**src/hw/rtl/edd_pkg.sv**
```systemverilog
// Shared types and constants of the error diffusion dither block.
// Used by the controller, the datapath and the top level; depends on nothing.

package edd_pkg;

    localparam int NCH        = 3;   // color channels, red in lane 0
    localparam int PIX_W      = 8;
    localparam int ERR_W      = 9;   // two's complement error per channel
    localparam int ERR_PACK_W = NCH * ERR_W;
    localparam int ROW_W      = 13;
    localparam int CFG_DATA_W = 13;
    localparam int CFG_IDX_W  = 2;
    localparam int MAX_HEIGHT = 4096;

    localparam logic [CFG_IDX_W-1:0] CFG_LEVELS = 2'd0;
    localparam logic [CFG_IDX_W-1:0] CFG_WIDTH  = 2'd1;
    localparam logic [CFG_IDX_W-1:0] CFG_HEIGHT = 2'd2;

    localparam logic [PIX_W-1:0]      LEVELS_RESET = 8'd4;
    localparam logic [CFG_DATA_W-1:0] WIDTH_RESET  = 13'd640;
    localparam logic [CFG_DATA_W-1:0] HEIGHT_RESET = 13'd480;

    // Floyd-Steinberg weights in sixteenths.
    localparam logic [2:0] WT_UPPER_LEFT  = 3'd1;
    localparam logic [2:0] WT_UPPER       = 3'd5;
    localparam logic [2:0] WT_UPPER_RIGHT = 3'd3;
    localparam logic [2:0] WT_LEFT        = 3'd7;

    typedef struct packed {
        logic accept;
        logic add_ul;
        logic add_up;
        logic add_ur;
        logic add_left;
        logic mul1;
        logic mul2;
        logic quant;
        logic commit;
    } edd_cmd_t;

    typedef struct packed {
        logic out_free;
    } edd_sts_t;

endpackage

```
**src/hw/rtl/edd_ctrl.sv**
```systemverilog
// Sequencer of the dither block: walks one pixel through the datapath steps.
// Depends on edd_pkg for the command and status structs.

module edd_ctrl import edd_pkg::*; (
    input  logic     clk,
    input  logic     rst_n,
    input  logic     in_valid,
    output logic     in_ready,
    input  edd_sts_t sts,
    output edd_cmd_t cmd
);

    typedef enum logic [8:0] {
        S_IDLE  = 9'b000000001,
        S_UL    = 9'b000000010,
        S_UP    = 9'b000000100,
        S_UR    = 9'b000001000,
        S_LEFT  = 9'b000010000,
        S_MUL1  = 9'b000100000,
        S_MUL2  = 9'b001000000,
        S_QUANT = 9'b010000000,
        S_WB    = 9'b100000000
    } state_t;

    state_t state_reg;
    state_t state_next;

    always_ff @(posedge clk or negedge rst_n)
    begin
        if (!rst_n)
        begin
            state_reg <= S_IDLE;
        end
        else
        begin
            state_reg <= state_next;
        end
    end

    always_comb
    begin
        state_next = state_reg;
        cmd        = '0;
        in_ready   = 1'b0;
        case (state_reg)
            S_IDLE:
            begin
                in_ready   = 1'b1;
                cmd.accept = in_valid;
                if (in_valid)
                begin
                    state_next = S_UL;
                end
            end
            S_UL:
            begin
                cmd.add_ul = 1'b1;
                state_next = S_UP;
            end
            S_UP:
            begin
                cmd.add_up = 1'b1;
                state_next = S_UR;
            end
            S_UR:
            begin
                cmd.add_ur = 1'b1;
                state_next = S_LEFT;
            end
            S_LEFT:
            begin
                cmd.add_left = 1'b1;
                state_next   = S_MUL1;
            end
            S_MUL1:
            begin
                cmd.mul1   = 1'b1;
                state_next = S_MUL2;
            end
            S_MUL2:
            begin
                cmd.mul2   = 1'b1;
                state_next = S_QUANT;
            end
            S_QUANT:
            begin
                cmd.quant  = 1'b1;
                state_next = S_WB;
            end
            S_WB:
            begin
                // The result waits here until the output register is free.
                cmd.commit = sts.out_free;
                if (sts.out_free)
                begin
                    state_next = S_IDLE;
                end
            end
            default:
            begin
                state_next = S_IDLE;
            end
        endcase
    end

    a_accept_starts: assert property (@(posedge clk) disable iff (!rst_n)
        (in_valid && in_ready) |=> (state_reg == S_UL))
        else $error("accepted pixel did not start the sequence");

    a_wb_release: assert property (@(posedge clk) disable iff (!rst_n)
        (state_reg == S_WB && sts.out_free) |=> (state_reg == S_IDLE))
        else $error("write back did not return to idle");

    a_state_onehot: assert property (@(posedge clk) disable iff (!rst_n)
        $onehot(state_reg))
        else $error("sequencer state is not one-hot");

endmodule

```
**config.mk**
```make
export PLATFORM = sky130hd
export DESIGN_NAME = edd_ctrl
export DESIGN_NICKNAME = d
export VERILOG_FILES = /design/src/hw/rtl/edd_pkg.sv /design/src/hw/rtl/edd_ctrl.sv
export SDC_FILE = /design/constraint.sdc
export NUM_CORES = 1
export LEC_CHECK = 0
export ABC_AREA = 1
export BUFFER_PORTS_ARGS = -buffer_cell sky130_fd_sc_hd__buf_4
export CORE_UTILIZATION = 36
export CTS_CLUSTER_SIZE = 25
export DETAILED_ROUTE_END_ITERATION = 10
export RECOVER_POWER = 100
export SYNTH_ARGS = -nofsm -noshare
export SYNTH_HDL_FRONTEND = slang
export SYNTH_SLANG_ARGS = --single-unit
```
**constraint.sdc**
```tcl
create_clock -name clk -period 1.66 [get_ports clk]
set_clock_uncertainty 0.05 [all_clocks]
set_input_delay 0.249 -clock clk [delete_from_list [all_inputs] [get_ports clk]]
set_output_delay 0.249 -clock clk [all_outputs]
set_load 0.05 [all_outputs]
```
### After elaboration in Yosys (flattened, before gate mapping)

Cells that the tools add are included.
Widths: inputs -> output; s select.

* bits in registers: 9
* latch bits: 0
* RAM bits: 0
* memory bits (read-only): 0
* bits of input ports: 4
* output and inout port bits: 10
* word-level logic and storage cells: 26
* memories: 0

* $add $sub $neg: 0
* $mul: 0
* div/mod/pow operators: 0
* magnitude comparators: 0
* eq/ne operators: 11
* shifts and indexed selects: 0
* mux-type cells: 13
* bitwise gates (word level): 0
* reduce and logical (&&, ||, !) cells: 1

Operators with widths (count)
* $pmux 9 s9: 1
* $mux 9: 2
* $mux 1: 10
* $eq 9x1->1 const B: 1
* $eq 9x2->1 const B: 1
* $eq 9x3->1 const B: 1
* $eq 9x4->1 const B: 1
* $eq 9x5->1 const B: 1
* $eq 9x6->1 const B: 1
* $eq 9x7->1 const B: 1
* $eq 9x8->1 const B: 1
* $eq 9x9->1 const B: 1
* $ne 2x2->1 const B: 2
* $reduce_and 2->1: 1

### Depth between registers and ports, before layout

Gate-level depths: netlist (run 1).

* word-level depth: 3
* gate-level depth with buffers: 8
* gate-level depth less buffers: 8

### Worst setup path before layout (run 1)

OpenSTA, ideal clock, no wires.

* path type: reg-to-output
* from: register state_reg[0]
* to: output port cmd[8] in the netlist's numbering
* arrival time: 1457 ps
* data required time: 1361 ps
* slack: -96 ps
* cell stages (with the launch flop): 5
* path buffers: 0
* cell sequence: dfstp_2 -> nand3_1 -> nor2_1 -> nand2_2 -> nor2_1

RTL lines
* start, declared: line edd_ctrl.sv:25 `state_t state_reg;`
* start signal, assigned: line edd_ctrl.sv:36 `state_reg <= state_next;`
* end, declared: line edd_ctrl.sv:10 `output edd_cmd_t cmd`

==> flow_metrics.tcl, run 1 <==
set metrics [dict create \
    status "finished with violations" \
    violations "negative setup slack" \
    syn_inst 83 \
    ant_nets 0 \
    synthToLayoutAreaGrowth_pct 53.5 \
    wl_per_cell_um 10.4 \
    synth.avg_cell_area_um2 6.65 \
    holdWs_ns 0.221 \
    ys.flop_type "dfrtp_1" \
    dp.cells 109 \
    worst_ep_required_time_ns 1.36 \
    vias 537 \
    hold_class "in -> reg" \
    post-route-min-period_ns 1.72 \
    pre_cts_ws_ns 0.233 \
    detailed_place_hpwl_um 813 \
    root_buffer "clkbuf_4" \
    ios 14 \
    relSlewSlack_pct 65.0 \
    synth_most_common_cell "inv_1" \
    vias_per_cell 4.55 \
    numCtsBuffers 3 \
    die_y_um 41.2 \
    core-area_um2 1370 \
    routabilityCongestion 0.658 \
    drt_iter0_drc 11 \
    synth_top_area_share_pct 36.3 \
    clk-insertion-delay-late_ns 0.27 \
    synth_warnings 0 \
    grt_pass1_vias 450 \
    vdd_drop_max_uv 1110 \
    drv_slew 0 \
    setup_ws_ns -0.0564 \
    final_cells 118 \
    path_max_fanout 4 \
    grt_start_max_net_pins 10 \
    drt_wl_total_mm 1.23 \
    overflow 0 \
    grtUsageTotal_pct 17.1 \
    final_nets 108 \
    yosys.cell_types.count 13 \
    seq_area_um2 228 \
    port_buffers 13 \
    syn-num-nets 87 \
    synthesis.area_um2 552 \
    n_antenna_cell 0 \
    yosysTopAreaCell "dfrtp_1" \
    hp-start "in_valid" \
    start_util_pct 40.4 \
    critical_path_class "reg -> out" \
    worstSetupStartpoint "state_reg[0]" \
    die-area_um2 1690 \
    synth-edff-count 0 \
    start_kind "register" \
    tightest_slew_ns 0.525 \
    cts_sinks 9 \
    fin_util_pct 62.0 \
    r2r-start "state_reg[3]" \
    worstPathArrival_ns 1.42 \
    setup_violations 7 \
    largest_reg_flops 9 \
    fmax_ghz 0.583 \
    synth_common_cells "inv_1, nor2_1, nand2_1, nand3_1, dfrtp_1" \
    first_pass_iters 4 \
    synth-seq-area-share_pct 41.0 \
    die_x_um 41.2 \
    multi_input_area_um2 287 \
    cts_tree "built" \
    nFillCells 126 \
    antenna_found_initial 0 \
    hold_viol 0 \
    htree_levels 1 \
    end_kind "output pin" \
    finalCritPeriodShare_pct 103 \
    p_per_area_nw_per_um2 1400 \
    drv_cap 0 \
    drive_above_1_share_pct 50.5 \
    num_rows 13 \
    clk_pin_slew_ns 0.06 \
    p_leak_nw 0.528 \
    final.setup.tns_ns -0.148 \
    clockBufferDepth 2 \
    drc 0 \
    yosys-top-cells-area "dfrtp_1, inv_1, nor2_1, nand3_1, nand2_1" \
    rsz0062_at_grt "yes" \
    grt_pass1_wl_mm 1.80 \
    synth_seq_cells 9 \
    synthArstFlopShare_pct 100 \
]
what timing repair did:
item,in CTS,in global routing
hold buffers,1,0
pin swaps,2,11
endpoints found under the hold margin,9,0
setup endpoints to repair,8,10
buffers inserted,0,4
gates resized for setup,13,26
per-layer routing:
metal	wire (um)	vias up	GRT usage (%)
li1	-	274	-
met2	625	12	25.0
met1	523	246	22.3
met3	50	5	3.26
met4	34	0	12.1
met5	0	-	0
where the power goes:
group	internal (W)	switching (W)
Sequential	0.000267	0.0000257
Combinational	0.000242	0.000473
Clock	0.0000931	0.0000839
Total	0.000602	0.000582
metrics by stage:
stage	cell area [um2]	total power, W
final	847	0.00118
after global routing	847	0.00125
after detailed placement	658	0.000845
after floorplan	557	0.000732
after global placement	658	0.000839
after CTS	746	0.00108
layout make-up:
class / count / area share (%)
multi-input combinational: 45 / 33.8
sequential: 9 / 26.9
timing repair buffer: 18 / 22.0
inverter: 27 / 12.0
clock buffer: 4 / 3.10
tap: 15 / 2.22
logic make-up (layout without fill, tap and decap cells):
kind of cell | count (synthesis) | count (layout) | synth area share, %
simple gates | 45 | 45 | 37.9
buf+inv | 29 | 49 | 21.1
flops | 9 | 9 | 41.0
cell usage in the layout, fill, tap and decap left out, drive strengths merged:
master       count
buf             16
clkbuf           5
nand2           13
dfrtp            8
inv             27
nor2            20
nor3             1
dfstp            1
dlygate4sd3      1
nand3           11
final timing paths:
| check | end | slack, ns | cells past startpoint |
|---|---|---|---|
| worst max-delay path | cmd[8] | -0.06 | 5 |
| worst min-delay path | state_reg[1] | 0.22 | 3 |
| worst max register to register | state_reg[0] | 0.30 | 9 |
| worst min register to register | state_reg[4] | 0.54 | 3 |
| max in group asynchronous | state_reg[8] | 0.77 | 2 |
| min in group asynchronous | state_reg[5] | 0.41 | 2 |
worst max-delay path, stage by stage, from the launching register on:
cell,delay (ns)
dfstp_2,0.55
nand3_2,0.08
nor2_4,0.14
nand2_4,0.08
nor2_4,0.12
buf_6,0.16
Note: power is estimated with default switching activity, not from simulation.
==> run 2, diff against run 1 <==
--- a/config.mk
+++ b/config.mk
@@ -5,7 +5,6 @@
 export SDC_FILE = /design/constraint.sdc
 export NUM_CORES = 1
 export LEC_CHECK = 0
-export ABC_AREA = 1
 export BUFFER_PORTS_ARGS = -buffer_cell sky130_fd_sc_hd__buf_4
 export CORE_UTILIZATION = 36
 export CTS_CLUSTER_SIZE = 25
==> flow_metrics.tcl, run 2 <==
set metrics [dict create \
    status "finished with violations" \
    violations "negative setup slack" \
    r2r-start "state_reg[2]" \
    synthesis.area_um2 546 \
    grtUsageTotal_pct 20.1 \
    grt_pass1_vias 493 \
    path_max_fanout 3 \
    final.setup.tns_ns -3.53 \
    detailed_place_hpwl_mm 1.06 \
    die-area_um2 1670 \
    drc 0 \
    start_util_pct 40.4 \
    syn_inst 54 \
    tightest_slew_ns 0.581 \
    finalPower_w 0.00145 \
    post-route-min-period_ns 2.15 \
    hold_viol 0 \
    largest_reg_flops 9 \
    synthAdderAreaFrac_pct 0 \
    vias 553 \
    post_dp_cell_area_um2 758 \
    start_kind "register" \
    nFillCells 104 \
    layout_commonest_cell "buf_4" \
    routabilityCongestion 0.735 \
    clk-insertion-delay-late_ns 0.26 \
    port_buffers 13 \
    min_path_cells 2 \
    vdd_drop_max_uv 1280 \
    rsz0062_at_grt "yes" \
    wl_per_cell_um 14.7 \
    crit-reg2reg-capture "state_reg[0]" \
    clockBufferDepth 2 \
    synth_most_common_cell "nor2_1" \
    final_nets 92 \
    num_rows 13 \
    synth.avg_cell_area_um2 10.1 \
    hp-start "in_valid" \
    die_y_um 40.9 \
    pre_cts_ws_ns -0.198 \
    fmax_ghz 0.464 \
    layout_common_cells "buf_4, dfrtp_1, buf_6" \
    synth-edff-count 0 \
    cp_slowest_cell "or4_4" \
    rrSetupSlack_ns -0.44 \
    synth_seq_cells 9 \
    ant_nets 0 \
    slowest_delay_ns 0.55 \
    yosys.cell_types.count 23 \
    synthToLayoutAreaGrowth_pct 74.8 \
    end_kind "output pin" \
    final_area_um2 953 \
    synthMuxAreaShare_pct 0 \
    drive_above_1_share_pct 59.8 \
    setup_violations 13 \
    synth_compound_gate_area_share_pct 7.34 \
    syn-num-nets 58 \
    drt_iter0_drc 14 \
    synth_top_area_share_pct 36.7 \
    cts_sinks 9 \
    multi_input_area_um2 383 \
    cts_tree "built" \
    r2r_cells 6 \
    grt_start_max_net_pins 10 \
    synth_warnings 0 \
    critical_path_class "reg -> out" \
    whs_endpoint "state_reg[1]" \
    die_x_um 40.9 \
    yosysTopAreaCell "dfrtp_1" \
    synth_common_cells "nor2_1, dfrtp_1, and4b_1" \
    core-area_um2 1350 \
    worst_ep_required_time_ns 1.36 \
    synth-seq-area-share_pct 41.5 \
    synthSimpleGateAreaFrac_pct 44.5 \
    ios 14 \
    overflow 0 \
    clk_pin_slew_ns 0.06 \
    ys.flop_type "dfrtp_1" \
    drv_cap 0 \
    n_antenna_cell 0 \
    drv_slew 0 \
    grt_pass1_wl_mm 2.07 \
    setup_ws_ns -0.493 \
    dp.cells 92 \
    htree_levels 1 \
    relSlewSlack_pct 60.7 \
    yosys-top-cells-area "dfrtp_1, and4b_1, nor2_1, dfstp_2, and4b_2" \
    worstPathArrival_ns 1.85 \
    drt_wl_total_mm 1.50 \
    antenna_found_initial 0 \
    path_buf_inv 1 \
    finalCritPeriodShare_pct 130 \
    p_per_area_nw_per_um2 1520 \
    synth_xor_area_share_pct 3.21 \
    crit_family "simple AND/OR/NAND/NOR gates" \
    numCtsBuffers 3 \
    synth_top_family_by_area "simple AND/OR/NAND/NOR gates" \
    vias_per_cell 5.42 \
    p_leak_nw 0.447 \
    final_cells 102 \
    root_buffer "clkbuf_4" \
    seq_area_um2 226 \
    first_pass_iters 4 \
    synthArstFlopShare_pct 100 \
    hold_class "in -> reg" \
    path_cells "or4_4, or3_4, nor2_4, buf_8" \
]
[run 2: cell count changes in the layout (fill, tap and decap cells not counted), sizes merged, moves of 3 or more]
cell,change
inv,-26
buf,+13
nand3,-11
nand2,-10
nor2,-10
and4b,+9
and2,+3
[run 2: worst max-delay path by stage]
stage / slack (ns) / from / depth (start not counted) / end
floorplan: -0.16 / state_reg[2] / 4 / cmd[4]
global placement: -0.18 / state_reg[0] / 4 / cmd[3]
detailed placement: -0.20 / state_reg[2] / 4 / cmd[3]
CTS: -0.43 / state_reg[2] / 4 / cmd[4]
global route: -0.52 / state_reg[2] / 4 / cmd[4]
finish: -0.49 / state_reg[2] / 4 / cmd[4]
[run 2: what timing repair did]
item | 4_1_cts | 5_1_grt
gates resized for setup | 18 | 13
endpoints found under the hold margin | 9 | 0
buffers inserted | 2 | 3
pin swaps | 5 | 4
hold buffers | 1 | 0
gates cloned | 0 | 0
setup endpoints to repair | 11 | 13
[run 2: layout make-up]
type / count / share of cell area, %
timing repair buffer: 31 / 31.0
inverter: 1 / 0.394
clock buffer: 4 / 2.76
multi-input combinational: 42 / 40.2
tap: 15 / 1.97
sequential: 9 / 23.8
[run 2: logic make-up (layout without fill, tap and decap cells)]
family / count (synthesis) / count (layout)
XOR/XNOR: 2 / 2
AND/OR/NAND/NOR: 35 / 35
AO/OA/AOI/OAI: 5 / 5
flip-flops: 9 / 9
buffers and inverters: 3 / 36
[run 2: power by group]
part / switching [W] / total, W / internal (W) / leakage [nW]
Sequential: 0.0000244 / 0.000289 / 0.000264 / 0.121
Clock: 0.0000745 / 0.000167 / 0.0000925 / 0.0150
Combinational: 0.000489 / 0.000991 / 0.000502 / 0.311
[run 2: through the flow]
step                      utilization [%]  hold WS (ns)
final                                70.6         0.180
after detailed placement             56.2        0.0307
after global placement               56.2        0.0314
after CTS                            65.1         0.167
after floorplan                         -       -0.0966
after global routing                 70.6         0.168
[run 2: metal layers]
layer  global-route usage, %  vias to the layer above  wire (um)
met5                       0                        -          0
li1                        -                      276          -
met1                    26.4                      262        677
met3                    3.80                        2         52
met4                    13.3                        0         12
met2                    29.7                       13        759
==> run 3, diff against run 2 <==
--- a/config.mk
+++ b/config.mk
@@ -9,7 +9,9 @@
 export CORE_UTILIZATION = 36
 export CTS_CLUSTER_SIZE = 25
 export DETAILED_ROUTE_END_ITERATION = 10
+export PLACE_DENSITY_LB_ADDON = 0.05
 export RECOVER_POWER = 100
+export SLEW_MARGIN = 15
 export SYNTH_ARGS = -nofsm -noshare
 export SYNTH_HDL_FRONTEND = slang
 export SYNTH_SLANG_ARGS = --single-unit
==> flow_metrics.tcl, run 3 (same netlist as run 2, synthesis figures left out) <==
set metrics [dict create \
    drt_iter0_drc 11 \
    fin_util_pct 69.1 \
    tightest_slew_ns 0.475 \
    r2r-start "state_reg[0]" \
    cts_tree "built" \
    finalCritPeriodShare_pct 127 \
    hold_viol 0 \
    layout_common_cells "buf_4, buf_6, dfrtp_1" \
    largest_reg_flops 9 \
    synthToLayoutAreaGrowth_pct 71.1 \
    wl_per_cell_um 14.6 \
    layout_commonest_cell "buf_4" \
    ant_nets 0 \
    vdd_drop_max_uv 1230 \
    rsz0062_at_grt "yes" \
    worstPathArrival_ns 1.82 \
    hold_class "in -> reg" \
    holdWs_ns 0.148 \
    antenna_found_initial 0 \
    drt_wl_total_mm 1.50 \
    die_y_um 40.9 \
    post-route-min-period_ns 2.12 \
    vias_per_cell 5.14 \
    numCtsBuffers 3 \
    nFillCells 106 \
    grt_start_max_net_pins 10 \
    htree_levels 1 \
    grt_pass1_wl_mm 2.34 \
    final_cells 103 \
    status "finished with violations" \
    path_max_fanout 3 \
    ios 14 \
    p_leak_nw 0.441 \
    final_nets 93 \
    relSlewSlack_pct 67.9 \
    core-area_um2 1350 \
    drive_above_1_share_pct 56.8 \
    grtUsageTotal_pct 22.7 \
    drc 0 \
    r2r_cells 5 \
    clk-insertion-delay-late_ns 0.27 \
    start_util_pct 40.4 \
    multi_input_area_um2 362 \
    fmax_ghz 0.473 \
    setup_ws_ns -0.456 \
    clk_pin_slew_ns 0.07 \
    routabilityCongestion 0.749 \
    start_kind "register" \
    port_buffers 13 \
    drv_slew 0 \
    finalPower_w 0.00141 \
    die_x_um 40.9 \
    first_pass_iters 4 \
    grt_pass1_vias 504 \
    hp-start "in_valid" \
    detailed_place_hpwl_mm 1.02 \
    end_kind "output pin" \
    worst_ep_required_time_ns 1.36 \
    rrSetupSlack_ns -0.26 \
    num_rows 13 \
    drv_cap 0 \
    crit-reg2reg-capture "state_reg[0]" \
    worstSetupStartpoint "state_reg[0]" \
    cts_sinks 9 \
    crit_end "cmd[4]" \
    die-area_um2 1670 \
    seq_area_um2 226 \
    overflow 0 \
    clockBufferDepth 2 \
    critical_path_class "reg -> out" \
    p_per_area_nw_per_um2 1510 \
    vias 529 \
    violations "negative setup slack" \
    root_buffer "clkbuf_4" \
    n_antenna_cell 0 \
    dp.cells 94 \
    final.setup.tns_ns -3.82 \
    setup_violations 12 \
]
==> run 3: cell count changes in the layout (fill, tap and decap cells not counted), sizes merged <==
| cell | delta |
|---|---|
| clkinv | +1 |
==> run 3: what timing repair did <==
action                     in CTS  in global routing
resized for setup              21                  4
hold endpoints to repair        9                  0
hold buffers                    1                  0
pin swaps                       6                  1
setup buffers                   2                  2
setup endpoints to repair      11                 13
==> run 3: worst min-delay path by stage <==
stage | to | slack (ns) | cells past startpoint
final | state_reg[0] | 0.15 | 3
after global routing | state_reg[0] | 0.15 | 3
after CTS | state_reg[0] | 0.15 | 3
after detailed placement | state_reg[7] | 0.03 | 1
after global placement | state_reg[7] | 0.03 | 1
after floorplan | state_reg[1] | -0.1 | 0
==> run 3: power breakdown <==
| group | total, W | switching, W | internal [W] | leakage [nW] |
|---|---|---|---|---|
| clock network | 0.000182 | 0.0000926 | 0.0000894 | 0.0177 |
| registers | 0.000282 | 0.0000182 | 0.000264 | 0.121 |
| logic | 0.000947 | 0.000470 | 0.000477 | 0.303 |
| total | 0.00141 | 0.000581 | 0.000830 | 0.441 |
==> run 3: critical path: stages (launching register included) <==
cell     delay, ns
dfstp_2       0.37
or4_4         0.56
or3_4         0.37
nor2_4        0.09
buf_6         0.15
==> run 3: cell type report <==
class	count	area share [%]
clock buffer	3	2.41
clock inverter	1	0.536
inverter	1	0.402
multi-input combinational	42	38.7
sequential	9	24.3
tap	15	2.01
timing repair buffer	32	31.6
==> run 3: routing by layer <==
metal  vias to the layer above  GRT usage, %  wire length [um]
li1                        268             -                 -
met1                       247          25.3               641
met2                        12          39.1               782
met3                         2          5.43                57
met4                         0          12.5                23
met5                         -             0                 0
==> run 3: through the flow <==
stage                     setup slack [ns]  cell area [um2]
after CTS                           -0.441              910
after detailed placement            -0.196              773
after global routing                -0.501              933
after floorplan                     -0.161              571
after global placement              -0.184              773
final                               -0.456              933
